--- src/design/kll_pkg.sv ---
// Shared types, constants and helper functions for the keyword and literal lexer.
package kll_pkg;

	// Default token length limit; a token this long or longer classifies as broken
	localparam int unsigned MAX_TOKEN_LEN_DEF = 256;

	// Result queue sizing
	localparam int unsigned FIFO_DEPTH = 8;
	localparam int unsigned PTR_W      = $clog2(FIFO_DEPTH);
	localparam int unsigned CNT_W      = $clog2(FIFO_DEPTH + 1);

	// Scanner modes
	typedef enum logic [2:0] {
		MODE_BETWEEN = 3'b001,
		MODE_COMMENT = 3'b010,
		MODE_TOKEN   = 3'b100
	} mode_t;

	// Token kinds
	localparam logic [4:0] KIND_LITERAL = 5'd0;
	localparam logic [4:0] KIND_IDENT   = 5'd1;
	localparam logic [4:0] KIND_ARG     = 5'd2;
	localparam logic [4:0] KIND_KW0     = 5'd3;
	localparam logic [4:0] KIND_BROKEN  = 5'd25;
	localparam logic [4:0] KIND_END     = 5'd26;

	// Characters with a meaning of their own
	localparam logic [7:0] CH_NL    = 8'h0A;
	localparam logic [7:0] CH_SPACE = 8'h20;
	localparam logic [7:0] CH_PLUS  = 8'h2B;
	localparam logic [7:0] CH_MINUS = 8'h2D;
	localparam logic [7:0] CH_ZERO  = 8'h30;
	localparam logic [7:0] CH_SEMI  = 8'h3B;
	localparam logic [7:0] CH_US    = 8'h5F;
	localparam logic [7:0] CH_A     = 8'h61;
	localparam logic [7:0] CH_G     = 8'h67;
	localparam logic [7:0] CH_R     = 8'h72;
	localparam logic [7:0] CH_X     = 8'h78;

	// Keyword table: text right-justified, zero padded on the left
	localparam int unsigned NUM_KW = 22;
	localparam logic [47:0] KW_STR [NUM_KW] = '{
		"defun", "return", "+", "-", "*", "/", "%", "and", "or", "not",
		"lt", "le", "eq", "ge", "gt", "if", "else", "endif", "drop", "dup",
		"swap", "rot"
	};
	localparam logic [2:0] KW_LEN [NUM_KW] = '{
		3'd5, 3'd6, 3'd1, 3'd1, 3'd1, 3'd1, 3'd1, 3'd3, 3'd2, 3'd3,
		3'd2, 3'd2, 3'd2, 3'd2, 3'd2, 3'd2, 3'd4, 3'd5, 3'd4, 3'd3,
		3'd4, 3'd3
	};

	// One entry of the result queue
	typedef struct packed {
		logic [4:0]  kind;
		logic [31:0] value;
		logic        last;
	} result_t;

	function automatic logic is_space(input logic [7:0] c);
		return (c == CH_SPACE) || (c >= 8'd9 && c <= 8'd13);
	endfunction

	function automatic logic is_digit(input logic [7:0] c);
		return (c >= 8'h30) && (c <= 8'h39);
	endfunction

	function automatic logic is_alpha(input logic [7:0] c);
		return ((c >= 8'h61) && (c <= 8'h7A)) || ((c >= 8'h41) && (c <= 8'h5A));
	endfunction

	// {valid, nibble} for a hex digit of either case
	function automatic logic [4:0] hex_val(input logic [7:0] c);
		logic [4:0] r;
		r = 5'd0;
		if (is_digit(c)) begin
			r = {1'b1, c[3:0]};
		end else if ((c >= 8'h61 && c <= 8'h66) || (c >= 8'h41 && c <= 8'h46)) begin
			r = {1'b1, c[3:0] + 4'd9};
		end
		return r;
	endfunction

	// Keyword kind for a short token, KIND_BROKEN when nothing matches
	function automatic logic [4:0] kw_kind(input logic [47:0] word, input logic [2:0] len);
		logic [4:0] k;
		k = KIND_BROKEN;
		for (int i = NUM_KW - 1; i >= 0; i--) begin
			if (len == KW_LEN[i] && word == KW_STR[i]) begin
				k = KIND_KW0 + 5'(i);
			end
		end
		return k;
	endfunction

endpackage

--- src/design/keyword_literal_lexer.sv ---
// Keyword and literal lexer: one byte per beat in, one token result per beat out.
//
//  channel | handshake          | payload
//  --------+--------------------+----------------------------------------
//  input   | in_valid/in_ready  | character[7:0], end_of_input
//  output  | out_valid/out_ready| token_kind[4:0], token_value[31:0], last_result
//
// A byte is accepted whenever in_ready is high; it is registered, classified against
// the token state in the next cycle and its results (none, one or two) are written
// into an eight-entry result queue. in_ready holds back only when the queue cannot
// take two more results behind the byte already in flight. After reset the lexer is
// between tokens with an empty queue. A stalled output side fills the queue and then
// stops the input.
module keyword_literal_lexer #(
	parameter int unsigned MAX_TOKEN_LEN = kll_pkg::MAX_TOKEN_LEN_DEF
) (
	input  logic               clk,
	input  logic               arst_n,
	input  logic               in_valid,
	output logic               in_ready,
	input  logic [7:0]         character,
	input  logic               end_of_input,
	output logic               out_valid,
	input  logic               out_ready,
	output logic [4:0]         token_kind,
	output logic signed [31:0] token_value,
	output logic               last_result
);
	import kll_pkg::*;

	localparam int unsigned LEN_W = $clog2(MAX_TOKEN_LEN + 1);
	localparam logic [LEN_W-1:0] LEN_MAX = LEN_W'(MAX_TOKEN_LEN);

	// Input stage
	logic       valid_s1;
	logic [7:0] char_s1;
	logic       eoi_s1;

	// Token state
	mode_t            mode_q;
	logic [LEN_W-1:0] len_q;
	logic [47:0]      kw_word_q;
	logic [7:0]       head0_q, head1_q, head2_q;
	logic [31:0]      hex_q, dec_q, arg_q;
	logic             hex_ok_q, dec_ok_q, idt_ok_q, arg_neg_q, arg_stop_q;

	// Result queue
	result_t          fifo_q [FIFO_DEPTH];
	logic [PTR_W-1:0] wr_q, rd_q;
	logic [CNT_W-1:0] cnt_q;

	// Byte decode
	logic       c_sp, c_dg, c_al;
	logic [4:0] c_hex;
	logic       do_start, do_add;

	// State after the token start clear
	logic [LEN_W-1:0] b_len;
	logic [47:0]      b_word;
	logic [7:0]       b_h0, b_h1, b_h2;
	logic [31:0]      b_hex, b_dec, b_arg;
	logic             b_hexok, b_decok, b_idtok, b_neg, b_stop;

	// State after the byte is added
	logic [LEN_W-1:0] a_len;
	logic [47:0]      a_word;
	logic [7:0]       a_h0, a_h1, a_h2;
	logic [31:0]      a_hex, a_dec, a_arg;
	logic             a_hexok, a_decok, a_idtok, a_neg, a_stop;

	// Finished token
	logic [4:0]  f_kind;
	logic [31:0] f_value;
	logic [4:0]  f_kw;

	mode_t       mode_d;
	result_t     push_a, push_b;
	logic [1:0]  push_n;
	logic        pop;
	logic [CNT_W:0] room_need;

	assign c_sp     = is_space(char_s1);
	assign c_dg     = is_digit(char_s1);
	assign c_al     = is_alpha(char_s1);
	assign c_hex    = hex_val(char_s1);
	assign do_start = (mode_q == MODE_BETWEEN) && !c_sp && (char_s1 != CH_SEMI);
	assign do_add   = do_start || ((mode_q == MODE_TOKEN) && !c_sp);

	// Token start clears the accumulated state
	always_comb begin
		if (do_start) begin
			b_len   = '0;
			b_word  = '0;
			b_h0    = '0;
			b_h1    = '0;
			b_h2    = '0;
			b_hex   = '0;
			b_dec   = '0;
			b_arg   = '0;
			b_hexok = 1'b1;
			b_decok = 1'b1;
			b_idtok = 1'b1;
			b_neg   = 1'b0;
			b_stop  = 1'b0;
		end else begin
			b_len   = len_q;
			b_word  = kw_word_q;
			b_h0    = head0_q;
			b_h1    = head1_q;
			b_h2    = head2_q;
			b_hex   = hex_q;
			b_dec   = dec_q;
			b_arg   = arg_q;
			b_hexok = hex_ok_q;
			b_decok = dec_ok_q;
			b_idtok = idt_ok_q;
			b_neg   = arg_neg_q;
			b_stop  = arg_stop_q;
		end
	end

	// Add one byte to the token: incremental classification
	always_comb begin
		a_len   = (b_len < LEN_MAX) ? b_len + LEN_W'(1) : b_len;
		a_word  = (b_len < LEN_W'(6)) ? {b_word[39:0], char_s1} : b_word;
		a_h0    = (b_len == LEN_W'(0)) ? char_s1 : b_h0;
		a_h1    = (b_len == LEN_W'(1)) ? char_s1 : b_h1;
		a_h2    = (b_len == LEN_W'(2)) ? char_s1 : b_h2;
		a_hex   = b_hex;
		a_dec   = b_dec;
		a_arg   = b_arg;
		a_hexok = b_hexok;
		a_decok = b_decok;
		a_idtok = b_idtok;
		a_neg   = b_neg;
		a_stop  = b_stop;
		// hex digits after the 0x prefix
		if (b_len >= LEN_W'(2)) begin
			if (!c_hex[4]) begin
				a_hexok = 1'b0;
			end else begin
				a_hex = {b_hex[27:0], c_hex[3:0]};
			end
		end
		// decimal digits
		if (c_dg) begin
			a_dec = (b_dec << 3) + (b_dec << 1) + {28'd0, char_s1[3:0]};
		end else if (b_len >= LEN_W'(1)) begin
			a_decok = 1'b0;
		end
		// identifier body
		if (b_len >= LEN_W'(1) && !c_al && !c_dg && char_s1 != CH_US) begin
			a_idtok = 1'b0;
		end
		// argN number: optional sign, then leading digits
		if (b_len >= LEN_W'(3) && !b_stop) begin
			if (b_len == LEN_W'(3) && (char_s1 == CH_PLUS || char_s1 == CH_MINUS)) begin
				if (char_s1 == CH_MINUS) begin
					a_neg = 1'b1;
				end
			end else if (c_dg) begin
				a_arg = (b_arg << 3) + (b_arg << 1) + {28'd0, char_s1[3:0]};
			end else begin
				a_stop = 1'b1;
			end
		end
	end

	// Classify the finished token
	assign f_kw = kw_kind(kw_word_q, len_q[2:0]);

	always_comb begin
		f_value = '0;
		priority if (len_q >= LEN_MAX) begin
			f_kind = KIND_BROKEN;
		end else if (head0_q == CH_ZERO && head1_q == CH_X) begin
			f_kind  = hex_ok_q ? KIND_LITERAL : KIND_BROKEN;
			f_value = hex_ok_q ? hex_q : '0;
		end else if ((head0_q == CH_MINUS && is_digit(head1_q)) || is_digit(head0_q)) begin
			f_kind = dec_ok_q ? KIND_LITERAL : KIND_BROKEN;
			if (dec_ok_q) begin
				f_value = (head0_q == CH_MINUS) ? (32'd0 - dec_q) : dec_q;
			end
		end else if (len_q <= LEN_W'(6) && f_kw != KIND_BROKEN) begin
			f_kind = f_kw;
		end else if (len_q >= LEN_W'(3) && head0_q == CH_A && head1_q == CH_R
				&& head2_q == CH_G) begin
			f_kind  = KIND_ARG;
			f_value = arg_neg_q ? (32'd0 - arg_q) : arg_q;
		end else begin
			f_kind = (is_alpha(head0_q) && idt_ok_q) ? KIND_IDENT : KIND_BROKEN;
		end
	end

	// Next mode for an ordinary byte
	always_comb begin
		mode_d = mode_q;
		unique case (mode_q)
			MODE_COMMENT: begin
				if (char_s1 == CH_NL) mode_d = MODE_BETWEEN;
			end
			MODE_TOKEN: begin
				if (c_sp) mode_d = MODE_BETWEEN;
			end
			MODE_BETWEEN: begin
				if (char_s1 == CH_SEMI) mode_d = MODE_COMMENT;
				else if (do_start) mode_d = MODE_TOKEN;
			end
			default: mode_d = MODE_BETWEEN;
		endcase
	end

	// Results of the byte in the input stage
	always_comb begin
		push_a = '{kind: f_kind, value: f_value, last: 1'b1};
		push_b = '{kind: KIND_END, value: 32'd0, last: 1'b1};
		push_n = 2'd0;
		if (valid_s1) begin
			if (eoi_s1) begin
				if (mode_q == MODE_TOKEN) begin
					push_a.last = 1'b0;
					push_n      = 2'd2;
				end else begin
					push_a = push_b;
					push_n = 2'd1;
				end
			end else if (mode_q == MODE_TOKEN && c_sp) begin
				push_n = 2'd1;
			end
		end
	end

	// Handshakes
	assign pop       = out_valid && out_ready;
	assign out_valid = (cnt_q != '0);
	assign room_need = {1'b0, cnt_q} + (valid_s1 ? (CNT_W+1)'(2) : (CNT_W+1)'(0));
	assign in_ready  = (room_need <= (CNT_W+1)'(FIFO_DEPTH - 2));

	assign token_kind  = fifo_q[rd_q].kind;
	assign token_value = fifo_q[rd_q].value;
	assign last_result = fifo_q[rd_q].last;

	// Input register
	always_ff @(posedge clk or negedge arst_n) begin
		if (!arst_n) begin
			valid_s1 <= 1'b0;
		end else begin
			valid_s1 <= in_valid && in_ready;
		end
	end

	always_ff @(posedge clk) begin
		if (in_valid && in_ready) begin
			char_s1 <= character;
			eoi_s1  <= end_of_input;
		end
	end

	// Token state update
	always_ff @(posedge clk or negedge arst_n) begin
		if (!arst_n) begin
			mode_q     <= MODE_BETWEEN;
			len_q      <= '0;
			kw_word_q  <= '0;
			head0_q    <= '0;
			head1_q    <= '0;
			head2_q    <= '0;
			hex_q      <= '0;
			dec_q      <= '0;
			arg_q      <= '0;
			hex_ok_q   <= 1'b1;
			dec_ok_q   <= 1'b1;
			idt_ok_q   <= 1'b1;
			arg_neg_q  <= 1'b0;
			arg_stop_q <= 1'b0;
		end else if (valid_s1) begin
			if (eoi_s1) begin
				mode_q <= MODE_BETWEEN;
			end else begin
				mode_q <= mode_d;
				if (do_add) begin
					len_q      <= a_len;
					kw_word_q  <= a_word;
					head0_q    <= a_h0;
					head1_q    <= a_h1;
					head2_q    <= a_h2;
					hex_q      <= a_hex;
					dec_q      <= a_dec;
					arg_q      <= a_arg;
					hex_ok_q   <= a_hexok;
					dec_ok_q   <= a_decok;
					idt_ok_q   <= a_idtok;
					arg_neg_q  <= a_neg;
					arg_stop_q <= a_stop;
				end
			end
		end
	end

	// Result queue pointers and fill count
	always_ff @(posedge clk or negedge arst_n) begin
		if (!arst_n) begin
			wr_q  <= '0;
			rd_q  <= '0;
			cnt_q <= '0;
		end else begin
			wr_q  <= wr_q + PTR_W'(push_n);
			rd_q  <= rd_q + PTR_W'(pop);
			cnt_q <= cnt_q + CNT_W'(push_n) - CNT_W'(pop);
		end
	end

	// Result queue storage
	always_ff @(posedge clk) begin
		if (push_n != 2'd0) begin
			fifo_q[wr_q] <= push_a;
		end
		if (push_n == 2'd2) begin
			fifo_q[wr_q + PTR_W'(1)] <= push_b;
		end
	end

	// Checks
	a_cnt_bound: assert property (@(posedge clk) disable iff (!arst_n)
		cnt_q <= CNT_W'(FIFO_DEPTH))
		else $error("result queue count beyond depth");

	a_push_room: assert property (@(posedge clk) disable iff (!arst_n)
		valid_s1 |-> ({1'b0, cnt_q} + (CNT_W+1)'(2) <= (CNT_W+1)'(FIFO_DEPTH)))
		else $error("byte in flight without room for its results");

	a_eoi_mode: assert property (@(posedge clk) disable iff (!arst_n)
		(valid_s1 && eoi_s1) |=> (mode_q == MODE_BETWEEN))
		else $error("end of input did not return to between tokens");

	a_len_bound: assert property (@(posedge clk) disable iff (!arst_n)
		len_q <= LEN_MAX)
		else $error("token length beyond limit");

	a_comment_quiet: assert property (@(posedge clk) disable iff (!arst_n)
		(valid_s1 && !eoi_s1 && mode_q == MODE_COMMENT) |-> (push_n == 2'd0))
		else $error("result produced inside a comment");

endmodule

--- config.mk ---
export PLATFORM = sky130hd
export DESIGN_NAME = keyword_literal_lexer
export DESIGN_NICKNAME = d
export VERILOG_FILES = /design/src/design/kll_pkg.sv /design/src/design/keyword_literal_lexer.sv
export SDC_FILE = /design/constraint.sdc
export NUM_CORES = 1
export LEC_CHECK = 0
export BUFFER_PORTS_ARGS = -buffer_cell sky130_fd_sc_hd__buf_2
export CORE_ASPECT_RATIO = 0.75
export CORE_MARGIN = 5
export CORE_UTILIZATION = 50
export CTS_BUF_LIST = sky130_fd_sc_hd__clkbuf_4 sky130_fd_sc_hd__clkbuf_8 sky130_fd_sc_hd__clkbuf_16
export CTS_CLUSTER_DIAMETER = 60
export DETAILED_ROUTE_END_ITERATION = 6
export GPL_TIMING_DRIVEN = 0
export HOLD_SLACK_MARGIN = 0.12
export PLACE_DENSITY_LB_ADDON = 0.3
export RECOVER_POWER = 25
export REMOVE_ABC_BUFFERS = 1
export SYNTH_ARGS = -nofsm -noshare
export SYNTH_HDL_FRONTEND = slang
export SYNTH_SLANG_ARGS = --single-unit
--- constraint.sdc ---
create_clock -name clk -period 6.1 [get_ports clk]
set_input_delay 0.915 -clock clk [delete_from_list [all_inputs] [get_ports clk]]
set_output_delay 0.915 -clock clk [all_outputs]
set_load 0.005 [all_outputs]
### Yosys cells after proc, flatten, opt, wreduce, memory -nomap -nowiden

Memories as Yosys holds them, arrays and structs flattened.
Index checks and enable logic that the tools add are counted.

* register bits after elaboration: 205
* bits in writable memories: 304
* input bits: 13
* output and inout port bits: 40
* logic and storage cells: 288
* memories kept: 1

* $add $sub $neg: 14
* magnitude comparators: 27
* eq/ne operators: 52
* muxes and demuxes: 93
* bitwise logic cells: 1
* reductions and logical operators: 78

Memories
* fifo_q: words 8, width 38, rd ports 1, clocked after Yosys merged registers in 0, wr ports 2, RTL line keyword_literal_lexer.sv:48 `result_t fifo_q [FIFO_DEPTH];`

Operator list (number)
* 32-bit two-way mux: 18
* 48-bit by 15-bit equality test with 1-bit output, second input constant: 7
* 48-bit by 6-bit equality test with 1-bit output, second input constant: 5
* 48-bit by 23-bit equality test with 1-bit output, second input constant: 4
* 5-bit two-way mux: 31
* 48-bit by 31-bit equality test with 1-bit output, second input constant: 3
* 48-bit by 39-bit equality test with 1-bit output, second input constant: 2
* 48-bit two-way mux: 2
* 38-bit two-way mux: 2
* 32-bit adder: 2
* 32-bit by 4-bit adder with 32-bit output: 2
* 1-bit by 32-bit subtractor with 32-bit output, first input constant: 2
* 1-bit logical AND: 50
* 48-bit by 47-bit equality test with 1-bit output, second input constant: 1
* 8-bit by 6-bit equality test with 1-bit output, second input constant: 6
* 8-bit by 7-bit less-or-equal comparator with 1-bit output, second input constant: 6
* 37-bit two-way mux: 1
* 8-bit by 7-bit equality test with 1-bit output, second input constant: 4
* 8-bit by 7-bit >= comparator with 1-bit output, second input constant: 4
* 8-bit two-way mux: 4
* 4-bit AND reduction: 7
* 9-bit by 2-bit >= comparator with 1-bit output, second input constant: 3
* 8-bit by 6-bit >= comparator with 1-bit output, second input constant: 3
* 8-bit by 6-bit less-or-equal comparator with 1-bit output, second input constant: 3
* other kinds (40): 93

### Logic depth before layout (Yosys ltp)

* word-level depth: 33
* depth in mapped cells: 21

### Worst setup path after synthesis

No wires, ideal clock.

* kind: flip-flop to flip-flop
* start: reg char_s1[0]
* end: reg arg_q[31]
* setup time: 95 ps
* arrival: 5530 ps
* data required time: 6005 ps
* path slack: 474 ps
* cell stages (with the launch flop): 22
* path buffers: 3
* cells stage by stage: edfxtp_1 -> inv_1 -> ha_1 -> or3b_2 -> a21oi_1 -> o21a_1 -> or3_1 -> clkbuf_1 -> clkbuf_1 -> clkbuf_1 -> and2_1 -> fa_1 -> ha_1 -> a21o_1 -> a21o_1 -> a211oi_1 -> o211ai_1 -> o211a_1 -> o41ai_1 -> o21ai_0 -> a31o_2 -> o31ai_1

* cells in the longest elaborated chain, start to end: 12
* elaborated cells between the ends (all ways): 31
* classes of those cells: add/sub: 2; order compare: 5; eq/ne: 5; mux: 6; reduce/logical: 13

RTL lines
* from (decl): RTL line keyword_literal_lexer.sv:36 `logic [7:0] char_s1;`
* from (signal assigned): RTL line keyword_literal_lexer.sv:254 `char_s1 <= character;`
* 8-bit by 4-bit >= comparator with 1-bit output or 8-bit by 4-bit less-or-equal comparator with 1-bit output (tied branches): RTL line kll_pkg.sv:61 `return (c == CH_SPACE) || (c >= 8'd9 && c <= 8'd13);`
* 1-bit logical AND: RTL line kll_pkg.sv:61
* 1-bit logical OR: RTL line kll_pkg.sv:61
* 1-bit logical NOT: RTL line keyword_literal_lexer.sv:86, keyword_literal_lexer.sv:87
* 1-bit logical AND (2 in series): RTL line keyword_literal_lexer.sv:86 `assign do_start = (mode_q == MODE_BETWEEN) && !c_sp && (char_s1 != CH_SEMI);`
* 32-bit two-way mux: RTL line keyword_literal_lexer.sv:91 `if (do_start) begin`
* 32-bit adder: RTL line keyword_literal_lexer.sv:162 `a_arg = (b_arg << 3) + (b_arg << 1) + {28'd0, char_s1[3:0]};`
* 32-bit by 4-bit adder with 32-bit output: RTL line keyword_literal_lexer.sv:162
* 32-bit two-way mux: RTL line keyword_literal_lexer.sv:161 `end else if (c_dg) begin`
* 32-bit two-way mux: RTL line keyword_literal_lexer.sv:157 `if (b_len == LEN_W'(3) && (char_s1 == CH_PLUS || char_s1 == CH_MINUS)) begin`
* 32-bit two-way mux: RTL line keyword_literal_lexer.sv:156 `if (b_len >= LEN_W'(3) && !b_stop) begin`
* to (signal assigned): RTL line keyword_literal_lexer.sv:289 `arg_q <= a_arg;`
* to (decl): RTL line keyword_literal_lexer.sv:44 `logic [31:0] hex_q, dec_q, arg_q;`

Several ways; a longest one is shown, not always the timed one.
A chain may end at the register's enable or synchronous reset.

### Final worst setup path

Ends and elaborated chain as after synthesis.

==> qor.csv <==
metric,value,unit
status,"finished, violations left",
failing checks,"max-capacitance violations, max-slew violations",
fillers,5154,
Sink Count,509,
post-synthesis cell count,3273,
"Slew Viols, Final",116,
layout cells sized above 1,0.132,
Critical Path End Type,flop,
Post-layout nets,3334,
initial antenna violation count,1,
total track usage,0.294,
CTS Hold Buffers Added,0,
Final Critical Period,5.85,ns
Max Fclk,171,MHz
area of the multi-input gates,17700,um2
Buffers on Ports,52,
Avg WL per Cell,24.8,um
leakage power,0.0134,uW
Reg power frac,0.409,
Mean Syn Cell Area,9.13,um2
PwrDens,321,nW/um2
remaining antenna violation count,0,
mapped cell area,29900,um2
Worst VDD drop,241,uV
GP Congestion,0.899,
DRC viols,0,
Initial DRC Count,3515,
Main synth FF type,dfxtp_1,
"EDFF count, synth",9,
number of max-cap violations,1,
global-route wire length before repair,154,mm
register area,11300,um2
Worst Tran Pin Value,3.02,ns
Via Count,27400,
Worst EP arrival,6.37,ns
final hold slack,0.279,ns
Root Driver,clkbuf_16,
FP Rows,77,
Finish-stage setup viols,0,
final clock period utilization by the worst path,0.959,
Worst Hold Class,in -> async,
Vias/cell,6.84,
CP Class,reg -> reg,
clk slew on worst S/H paths,0.06,ns
Comb pwr share,0.262,
slowest CP cell,fa_1,
Inst Count DP,3899,
final std cells w/o fill,4012,
net switching power,3820,uW
1st-pass router iterations,6,
r2r setup slk,0.25,ns
clock network fraction of total power,0.329,
Starting Density,0.506,
"Req. time, crit path",6.62,ns
Net Sw Frac,0.362,
library cells used by synthesis,102,
#FFs+latches synth,509,
Hold Fails Final Rpt,0,
CP cell instances,inv_1 > ha_1 > a21oi_1 > nor3b_1 > o21a_2 > nor3_4 > buf_4 > nor2_1 > fa_1 > ha_1 > a21o_1 > a21o_1 > a211oi_2 > o211ai_1 > o211a_1 > o41ai_2 > o21ai_1 > a31o_2 > o31ai_1,
"Seq/Total Area, Yosys",0.377,
internal power,6730,uW
number of H-tree levels,2,
TritonCTS clock tree,built,
worst-path fanout max,11,
grt total ovfl,0,
die area,64800,um2
Setup WS post-layout,0.253,ns
Ys Warns,0,
fraction of registers with async set/reset,0.385,
largest net degree at the start of global routing,116,
clock insertion delay at the later pin of the skew report,0.64,ns
area growth from synthesis to layout,10.1,%
clock buffer count from CTS,53,
Die Span X,292,um
Ports,53,
crit start category,flop,
max incr delay on CP,0.51,ns
Die Y,222,um
RSZ-0062 raised after global routing,no,
Place WS,-0.795,ns
dpl hpwl,66.5,mm
Core ar.,59100,um2
Fin Clk Skew,0.0321,ns
relative slew slack,-1.01,
clock tree buffer depth,3,
Detailed Route WL,99.6,mm
number of global-route vias before repair,26400,
## synth_stat cells, drive strengths merged (7+ instances only)
cell type	count	area share
nand2	324	0.041
nand3	315	0.053
dfxtp	304	0.20
o21ai	264	0.045
clkbuf	217	0.027
dfrtp	192	0.16
nor2	168	0.022
ha	138	0.058
a21oi	133	0.022
o221ai	127	0.037
mux4	76	0.057
xnor2	74	0.022
and2	67	0.014
a22o	62	0.018
nor3	55	0.0092
inv	50	0.0063
xor2	50	0.015
mux2	45	0.017
o31ai	45	0.012
a31oi	44	0.0098
and3	36	0.0075
nand4	31	0.0065
nor4	29	0.0076
a21o	28	0.0070
a211oi	26	0.0065
o22ai	24	0.0050
buf	23	0.0040
a22oi	22	0.0083
o211ai	22	0.0057
or3	22	0.0048
nand2b	19	0.0040
o41ai	18	0.0080
or4	17	0.0045
or2	16	0.0034
nor2b	14	0.0029
o21a	12	0.0030
o21bai	12	0.0030
o2111ai	11	0.0032
nor4bb	10	0.0034
edfxtp	9	0.0090
nor3b	9	0.0023
o32a	9	0.0030
and4b	8	0.0027
a32o	7	0.0023
## worst paths after layout
| check | start | to | cells past startpoint |
|---|---|---|---|
| min reg2reg | fifo_q[0][35] | fifo_q[0][35] | 2 |
| max in group asynchronous | arst_n | dec_q[5] | 2 |
| min | arst_n | kw_word_q[24] | 1 |
| max | char_s1[0] | arg_q[31] | 19 |
| max reg2reg | char_s1[0] | arg_q[31] | 19 |
| min in group clk | fifo_q[0][35] | fifo_q[0][35] | 2 |
## flip-flops by register name (all words and copies together), names as in the netlist, 9 cells and up
register,cells
dec_q,32
kw_word_q,48
fifo_q,304
len_q,9
hex_q,32
arg_q,32
## layout by cell type, fill, tap and decap left out, types with 50 or more instances in the layout
cell / n
xnor2_1: 74
a22o_1: 62
clkbuf_16: 54
xor2_1: 50
a21oi_1: 130
o221ai_1: 127
o21ai_0: 236
dfxtp_1: 304
inv_1: 50
ha_1: 138
nor3_1: 51
and2_1: 66
mux4_2: 76
nand2_1: 319
nor2_1: 156
buf_2: 51
dfrtp_1: 189
nand3_1: 309
## what timing repair did
action,in CTS,in global routing
cloned,1,0
endpoints found under the setup margin,16,13
endpoints found under the hold margin,0,0
setup buffers,3,9
pin swaps,2,2
gates resized for setup,6,9
## layer usage
metal  share of wire  up-vias  track usage
li1                -    12200            -
met1            0.43    13500        0.423
met2            0.42     1538        0.435
met3            0.12      260       0.0788
met4           0.033        0       0.0933
met5               0        -            0
## cells by family after synthesis
| group | after synthesis | share of synthesized area |
|---|---|---|
| buffers and inverters | 290 | 0.0376 |
| flip-flops | 509 | 0.377 |
| adder cells (fa/ha/maj) | 144 | 0.0618 |
| multiplexers | 123 | 0.0752 |
| AO/OA/AOI/OAI | 908 | 0.213 |
| AND/OR/NAND/NOR | 1175 | 0.199 |
| XOR/XNOR | 124 | 0.0363 |
## critical path, delay by kind of cell (launching register included)
kind                     cells  cell delay (ns)
AND/OR/NAND/NOR              3             0.72
AO/OA/AOI/OAI               11             2.93
buffers and inverters        2             0.53
flip-flops                   1             0.43
adder cells (fa/ha/maj)      3             1.14
## area by class of cell
type                       count  area share
clock inverter                22     0.00841
clock buffer                  77      0.0486
tap                          790      0.0301
multi-input combinational   2475       0.539
timing repair buffer          88      0.0253
sequential                   509       0.343
inverter                      50     0.00571
antenna                        1   0.0000761
## per-stage QoR
stage	cell area, um2	total power [uW]	setup TNS (ns)	util
final	32900	10500	0	0.557
after floorplan	28900	5910	0	-
after global placement	30200	6800	-212.33	0.511
after CTS	32800	10500	0	0.555
after global routing	32900	11000	0	0.557
after detailed placement	30900	6990	-5.24	0.523
## power by group through the flow
stage,combinational [uW],clock (uW),sequential (uW)
floorplan,1650,0,4260
global placement,2260,0,4550
detailed placement,2590,0,4400
CTS,2650,3490,4320
global route,2980,3620,4380
finish,2770,3470,4310
Power figures use the tool's default switching activity.
